[config.mk]
export PLATFORM = sky130hd
export DESIGN_NAME = extended_gcd_modular_inverse
export DESIGN_NICKNAME = d
export VERILOG_FILES = /design/src/rtl/egcd_pkg.sv /design/src/rtl/extended_gcd_modular_inverse.sv
export SDC_FILE = /design/constraint.sdc
export NUM_CORES = 1
export LEC_CHECK = 0
export ABC_AREA = 1
export BUFFER_PORTS_ARGS = -buffer_cell sky130_fd_sc_hd__buf_2
export CORE_MARGIN = 1
export CORE_UTILIZATION = 42
export DETAILED_ROUTE_END_ITERATION = 10
export PLACE_DENSITY_LB_ADDON = 0.05
export SYNTH_ARGS = -nofsm -noshare
export SYNTH_HDL_FRONTEND = slang
export SYNTH_SLANG_ARGS = --single-unit
[constraint.sdc]
create_clock -name clk -period 4.1 [get_ports clk]
set_input_delay 0.615 -clock clk [delete_from_list [all_inputs] [get_ports clk]]
set_output_delay 0.615 -clock clk [all_outputs]
set_load 0.01 [all_outputs]
[src/rtl/egcd_pkg.sv]
// shared constants and status codes for the extended gcd block
package egcd_pkg;

	localparam int OPND_W    = 31;
	localparam int COEF_W    = 32;
	localparam int ACC_W     = 34;
	localparam int SHIFT_W   = 5;
	localparam int DEF_WIDTH = 32;

	typedef enum logic [1:0] {
		STATUS_OK     = 2'd0,
		STATUS_NO_INV = 2'd1,
		STATUS_ZERO   = 2'd2
	} status_t;

endpackage

[src/rtl/extended_gcd_modular_inverse.sv]
// extended euclid with bezout coefficients and modular inverse, top level
// a zero operand goes straight to the result; otherwise each euclid step aligns
// the divisor by shifting, then subtracts and shifts back one quotient bit at a
// time, all on the single subtract and shift unit
// the block takes no new item while busy with one; the next transfer is taken
// while a finished result still waits; reset returns to idle with no result
module extended_gcd_modular_inverse
	import egcd_pkg::*;
#(
	parameter int WIDTH = DEF_WIDTH
) (
	input  logic                     clk,
	input  logic                     arst_n,
	input  logic                     in_valid,
	output logic                     in_stall,
	input  logic [OPND_W-1:0]        operand_a,
	input  logic [OPND_W-1:0]        operand_b,
	output logic                     out_valid,
	input  logic                     out_stall,
	output logic [OPND_W-1:0]        gcd_value,
	output logic signed [COEF_W-1:0] coef_a,
	output logic signed [COEF_W-1:0] coef_b,
	output logic [OPND_W-1:0]        inverse,
	output logic [1:0]               status
);

	localparam int STEP_CAP = 2 * WIDTH + 2;
	localparam int STEP_W   = $clog2(STEP_CAP + 1);

	typedef enum logic [2:0] {
		ST_IDLE,
		ST_CHECK,
		ST_ALIGN,
		ST_DIV,
		ST_FIN
	} state_t;

	state_t                    state_q;
	logic [OPND_W-1:0]         r0_q, r1_q, b_q;
	logic [OPND_W:0]           d_q;
	logic signed [ACC_W-1:0]   s0_q, s1_q, t0_q, t1_q, ms_q, mt_q;
	logic [SHIFT_W-1:0]        k_q;
	logic [STEP_W-1:0]         step_q;
	logic                      a_div_q, zero_q;
	logic                      out_valid_q;
	logic [OPND_W-1:0]         gcd_q, inv_q;
	logic signed [COEF_W-1:0]  ca_q, cb_q;
	status_t                   status_q;

	logic [OPND_W:0]           rem_ext, d_dbl, rem_sub;
	logic                      ge;
	logic [OPND_W-1:0]         rem_n;
	logic signed [ACC_W-1:0]   s0_n, t0_n, ca_full, cb_full;
	logic signed [COEF_W-1:0]  ca, cb;
	logic [COEF_W-1:0]         inv_sum;

	assign rem_ext = {1'b0, r0_q};
	assign d_dbl   = {d_q[OPND_W-1:0], 1'b0};
	assign ge      = rem_ext >= d_q;
	assign rem_sub = rem_ext - d_q;
	assign rem_n   = ge ? rem_sub[OPND_W-1:0] : r0_q;
	assign s0_n    = ge ? s0_q - ms_q : s0_q;
	assign t0_n    = ge ? t0_q - mt_q : t0_q;

	assign ca_full = a_div_q ? s0_q : t0_q;
	assign cb_full = a_div_q ? t0_q : s0_q;
	assign ca      = ca_full[COEF_W-1:0];
	assign cb      = cb_full[COEF_W-1:0];
	assign inv_sum = ca[COEF_W-1] ? (COEF_W'(ca) + {1'b0, b_q}) : COEF_W'(ca);

	always_ff @(posedge clk or negedge arst_n) begin
		if (!arst_n) begin
			state_q     <= ST_IDLE;
			r0_q        <= '0;
			r1_q        <= '0;
			b_q         <= '0;
			d_q         <= '0;
			s0_q        <= '0;
			s1_q        <= '0;
			t0_q        <= '0;
			t1_q        <= '0;
			ms_q        <= '0;
			mt_q        <= '0;
			k_q         <= '0;
			step_q      <= '0;
			a_div_q     <= 1'b0;
			zero_q      <= 1'b0;
			out_valid_q <= 1'b0;
			gcd_q       <= '0;
			inv_q       <= '0;
			ca_q        <= '0;
			cb_q        <= '0;
			status_q    <= STATUS_OK;
		end else begin
			if (out_valid_q && !out_stall && (state_q != ST_FIN)) begin
				out_valid_q <= 1'b0;
			end
			case (state_q)
				ST_IDLE: begin
					if (in_valid) begin
						b_q     <= operand_b;
						a_div_q <= operand_a > operand_b;
						r0_q    <= (operand_a > operand_b) ? operand_a : operand_b;
						r1_q    <= (operand_a > operand_b) ? operand_b : operand_a;
						s0_q    <= ACC_W'(1);
						s1_q    <= '0;
						t0_q    <= '0;
						t1_q    <= ACC_W'(1);
						step_q  <= '0;
						zero_q  <= (operand_a == '0) || (operand_b == '0);
						state_q <= ((operand_a == '0) || (operand_b == '0)) ? ST_FIN : ST_CHECK;
					end
				end
				ST_CHECK: begin
					if ((r1_q == '0) || (step_q == STEP_W'(STEP_CAP))) begin
						state_q <= ST_FIN;
					end else begin
						d_q     <= {1'b0, r1_q};
						ms_q    <= s1_q;
						mt_q    <= t1_q;
						k_q     <= '0;
						state_q <= ST_ALIGN;
					end
				end
				ST_ALIGN: begin
					if (d_dbl <= rem_ext) begin
						d_q  <= d_dbl;
						ms_q <= ms_q <<< 1;
						mt_q <= mt_q <<< 1;
						k_q  <= k_q + SHIFT_W'(1);
					end else begin
						state_q <= ST_DIV;
					end
				end
				ST_DIV: begin
					if (k_q == '0) begin
						r0_q    <= r1_q;
						r1_q    <= rem_n;
						s0_q    <= s1_q;
						s1_q    <= s0_n;
						t0_q    <= t1_q;
						t1_q    <= t0_n;
						step_q  <= step_q + STEP_W'(1);
						state_q <= ST_CHECK;
					end else begin
						r0_q <= rem_n;
						s0_q <= s0_n;
						t0_q <= t0_n;
						d_q  <= d_q >> 1;
						ms_q <= ms_q >>> 1;
						mt_q <= mt_q >>> 1;
						k_q  <= k_q - SHIFT_W'(1);
					end
				end
				ST_FIN: begin
					if (!out_valid_q || !out_stall) begin
						out_valid_q <= 1'b1;
						if (zero_q) begin
							gcd_q    <= '0;
							ca_q     <= '0;
							cb_q     <= '0;
							inv_q    <= '0;
							status_q <= STATUS_ZERO;
						end else begin
							gcd_q    <= r0_q;
							ca_q     <= ca;
							cb_q     <= cb;
							inv_q    <= inv_sum[OPND_W-1:0];
							status_q <= (r0_q == OPND_W'(1)) ? STATUS_OK : STATUS_NO_INV;
						end
						state_q <= ST_IDLE;
					end
				end
				default: begin
					state_q <= ST_IDLE;
				end
			endcase
		end
	end

	assign in_stall  = state_q != ST_IDLE;
	assign out_valid = out_valid_q;
	assign gcd_value = gcd_q;
	assign coef_a    = ca_q;
	assign coef_b    = cb_q;
	assign inverse   = inv_q;
	assign status    = status_q;

endmodule

Word level (Yosys, flattened, before mapping)
Cells that the tools add are included.
{"block": "totals", "input_bits": 66, "reg_bits": 475, "word_cells": 130}
{"block": "classes", "reduce_logical": 23, "n_eq_ne": 14, "magnitude_cmp": 3, "n_addsub": 7, "mux": 59, "bitwise_logic": 1}
{"op": "2-to-1 mux 34 bit", "n": 12}
{"op": "2-to-1 mux 31 bit", "n": 10}
{"op": "one-hot mux 34 bit (2 select lines)", "n": 4}
{"op": "2-to-1 mux 32 bit", "n": 7}
{"op": "one-hot mux 34 bit (3 select lines)", "n": 2}
{"op": "one-hot mux 31 bit (2 select lines)", "n": 2}
{"op": "one-hot mux 32 bit (3 select lines)", "n": 1}
{"op": "zero test 31 bit", "n": 3}
{"op": "subtractor 34 bit", "n": 2}
{"op": "2-to-1 mux 33 bit", "n": 2}
{"op": "greater-or-equal comparator 31 x 32 -> 1 bit", "n": 1}
{"op": "less-or-equal comparator 32 x 31 -> 1 bit", "n": 1}
{"op": "adder 31 bit", "n": 1}
{"op": "equality test 31 x 1 -> 1 bit, second input constant", "n": 1}
{"op": "greater-than comparator 31 bit", "n": 1}
{"op": "subtractor 31 bit", "n": 1}
{"op": "2-to-1 mux 3 bit", "n": 6}
{"op": "2-to-1 mux 5 bit", "n": 3}
{"op": "one-hot mux 3 bit (5 select lines)", "n": 1}
{"op": "one-hot mux 5 bit (3 select lines)", "n": 1}
{"op": "2-to-1 mux 7 bit", "n": 2}
{"op": "inequality test 2 bit, second input constant", "n": 7}
{"op": "one-hot mux 7 bit (2 select lines)", "n": 1}
{"op": "AND reduction 4 bit", "n": 3}
{"op": "20 further kinds", "n": 32}

Logic depth before layout (Yosys ltp)
{"block": "logic_depth", "ltp_word": 6, "mapped_depth": 20, "depth_no_buf": 19}

Worst setup path before layout
OpenSTA, ideal clock, no wires.
{"block": "synth_timing", "kind": "reg-to-reg", "from": "register a_div_q", "to": "register inv_q[18], in the netlist inverse[18]", "n_path_buf": 2, "required_time_ns": 3.977, "synth_period_minus_slack_ns": 2.934, "t_arrival_ns": 2.811, "path_stages_with_launch": 16, "slack_ns": 1.166, "path_cell_list": "dfrtp_1 clkbuf_1 clkbuf_1 nand2_1 o21ai_0 ha_1 inv_1 fa_1 o21ai_1 a21boi_0 o21bai_1 nand2_1 nand3_1 nand2_1 o21ai_0 nand2_1"}
{"block": "synth_via", "elab_chain_len": 4}
{"item": "start, declared", "line_no": "extended_gcd_modular_inverse.sv:44", "rtl": "logic a_div_q, zero_q;"}
{"item": "start signal, assigned", "line_no": "extended_gcd_modular_inverse.sv:102", "rtl": "a_div_q <= operand_a > operand_b;"}
{"item": "2-to-1 mux 32 bit *", "line_no": "extended_gcd_modular_inverse.sv:65", "rtl": "assign ca_full = a_div_q ? s0_q : t0_q;"}
{"item": "adder 31 bit", "line_no": "extended_gcd_modular_inverse.sv:69", "rtl": "assign inv_sum = ca[COEF_W-1] ? (COEF_W'(ca) + {1'b0, b_q}) : COEF_W'(ca);"}
{"item": "2-to-1 mux 31 bit *", "line_no": "extended_gcd_modular_inverse.sv:69"}
{"item": "2-to-1 mux 31 bit *", "line_no": "extended_gcd_modular_inverse.sv:158", "rtl": "if (zero_q) begin"}
{"item": "end signal, assigned", "line_no": "extended_gcd_modular_inverse.sv:168", "rtl": "inv_q <= inv_sum[OPND_W-1:0];"}
{"item": "end, declared", "line_no": "extended_gcd_modular_inverse.sv:46", "rtl": "logic [OPND_W-1:0] gcd_q, inv_q;"}
Mark *: on every way between the ends. The rest lies on a longest branch, timed or not.
A chain may end at the register's enable or synchronous reset.

Worst setup path in the final report
{"block": "layout_timing", "from": "register a_div_q", "to": "register inv_q[14], in the netlist inverse[14]"}
Same word-level chain as after synthesis.

==> reports/results.ini <==
[cts]
clk_latency_ns = 0.68
clockBufferDepth = 3
cts_root_buffer = clkbuf_16
cts_hold_buf = 0
clock-sinks = 475
cts_buffers = 59
clk_pin_slew_worst_paths_ns = 0.06
htreeDepth = 2
cts_tree = done
cts_setup_buffers = 0
post_cts_resized = 0

[logic_synthesis]
synth.avg_cell_area_sq_um = 6.63
synthFlopType = dfrtp_1
synthDistinctLibCells = 49
synthesis.area_sq_um = 35400
synth_warnings = 0
ys_ff_latch = 475
synth_edf_count = 0
synthArstFlopShare = 1.00
synth.net_count = 5605
syn_inst = 5341
yosysSeqAreaShare = 0.336

[final_layout]
num-nets-final = 5704
drive_gt1_frac = 0.0800
final-instance-count-excl-fill = 6567
area_growth_pct = 11.9

[critical_path]
max_stage_delay_ns = 0.67
crit_path_end_kind = flip-flop
crit_required_ns = 4.63
crit_slowest_cell = dfrtp_4
worstPathMaxFanout = 50
crit_chain = o21ai_0 > inv_1 > ha_1 > a21oi_1 > o21ai_1 > buf_4 > a21boi_0 > o21ai_1 > xor2_1 > o21ai_0 > nand2_1
critPathKind = reg -> reg
start_kind = flip-flop
crit_arrival_ns = 4.06

[sta]
finalSetupViolCount = 0
grt_setup_unrepaired = false
slew_headroom = 0.235
post-route-period-util = 0.861
worst_pin_slew_ns = 1.15
hold_viol = 0
fmax_mhz = 283
fin_crit_ns = 3.53
final_max_slew_viol_count = 0
fin_skew_ns = 0.0378
fin_ws_ns = 0.570
tns_ns = 0

[routing]
wl_mm = 142
firstDrtPassIters = 6
wl_per_cell_um = 21.7
ant_nets = 0
drtIter0Drc = 3823
vias = 36299
drc = 0
vias_per_cell = 5.53

[place]
port_buffers = 195
routabilityCongestion = 0.993
place_hpwl_mm = 106
dp_cells = 6459
post-place-ws_ns = 0.561

[power]
power_mw = 40.6
irDropWorstVdd_mv = 0.603
power_density_nw_per_um2 = 1030
leakage_nw = 21.0

[global_route]
track_usage = 0.329
grt_pass1_vias = 33389
antenna_found_initial = 1
grt_max_degree = 102
grt-ovfl-total = 0
grt_pass1_wl_mm = 215

[worst_hold_path]
hp-class = in -> async

[floorplanning]
start_util = 0.424
dieWidth_um = 292
ios = 196
dieArea_sq_um = 85400
fp.dieH_um = 292
core_region_area_sq_um = 83600
rows = 106

[job]
drv_cap = 0

[outcome]
status = complete, no violations

## flip-flops by register name, indices dropped and copies added, names as in the netlist
register and flops:
d_q 32, step_q 7, zero_q 1, state_q 3, r1_q 31, s0_q 34
k_q 5, t1_q 34, gcd_value 31, b_q 31, r0_q 31, t0_q 34
mt_q 34, out_valid 1, coef_b 32, coef_a 32, inverse 31, ms_q 34
status 2, s1_q 34, a_div_q 1
## synth_stat cells (39+ instances only)
master	n	area (sq um)
nand2_1	1730	6490
inv_1	819	3070
dfrtp_1	475	11900
o21ai_0	387	1940
nand3_1	364	1820
nor2_1	292	1100
a21oi_1	228	1140
ha_1	193	2410
nand4_1	160	1000
clkbuf_1	150	563
o221ai_1	93	815
o211ai_1	61	458
buf_2	43	215
xnor2_1	39	342
## worst max-delay path: cells and delay by family (launching register included)
kind            cells  cell delay [ns]
compound gates      6             1.77
xor+xnor            1             0.20
fa+ha+maj           1             0.36
buf+inv             2             0.27
flops               1             0.67
simple gates        1             0.09
## worst paths after layout
kind                                      endpoint  slack [ns]  cells past startpoint            startpoint
min in group clk               out_valid$_DFF_PN0_        0.26                      3             out_stall
hold reg to reg               ms_q[28]$_DFFE_PN0P_        0.47                      2  ms_q[28]$_DFFE_PN0P_
setup reg to reg           inverse[14]$_DFFE_PN0P_        0.57                     11   a_div_q$_DFFE_PN0P_
hold / removal              coef_a[28]$_DFFE_PN0P_        0.03                      1                arst_n
max in group asynchronous     ms_q[28]$_DFFE_PN0P_        3.07                      2                arst_n
setup / recovery           inverse[14]$_DFFE_PN0P_        0.57                     11   a_div_q$_DFFE_PN0P_
## layout by cell type, fill, tap and decap left out, drive strengths merged, types with 2 or more instances in the layout
master    count
a21o         10
a21oi       231
a22o          2
a22oi        11
a31oi         3
and2          5
and3          2
buf         274
bufinv        6
clkbuf       85
clkinv       13
clkinvlp      2
dfrtp       475
diode         2
fa            5
ha          193
inv         824
nand2      1734
nand3       370
nand3b       13
nand4       160
nor2        299
nor3         39
nor4         21
o211ai       61
o21a         11
o21ai       416
o21bai        9
o221ai       93
o22ai        36
or2          11
xnor2        39
xor2         27
## where the power goes
group	leakage, nW	internal [mW]	total (mW)	switching (mW)
combinational	14.3	8.40	27.5	19.1
clock	0.960	3.19	5.47	2.29
sequential	5.72	6.15	7.64	1.50
## metal layers
metal | global-route usage | wire, um | vias up
met2 | 0.476 | 58900 | 1406
met3 | 0.0539 | 11900 | 171
met4 | 0.0811 | 3540 | 0
li1 | - | - | 17573
met1 | 0.503 | 68000 | 17149
met5 | 0 | 0 | -
## layout make-up
class	instances	area [sq um]
antenna	2	5.00
fill	8764	44000
multi-input combinational	3806	19500
clock buffer	85	1660
sequential	475	11900
timing repair buffer	274	1790
tap	1080	1350
clock inverter	21	302
inverter	824	3100
## logic make-up after synthesis
logic type / count (synthesis) / synth area share
simple gates: 2656 / 0.314
flops: 475 / 0.336
xor+xnor: 66 / 0.0163
fa+ha+maj: 198 / 0.0711
compound gates: 886 / 0.147
buf+inv: 1060 / 0.116
## per-stage QoR
step / instance area, sq um / hold WS (ns) / utilization
floorplan: 35400 / 0.319 / -
global placement: 37600 / 0.450 / 0.450
detailed placement: 37600 / 0.458 / 0.450
CTS: 39600 / 0.0390 / 0.474
global route: 39600 / 0.0604 / 0.474
finish: 39600 / 0.0326 / 0.474
Note: power is estimated with default switching activity, not from simulation.
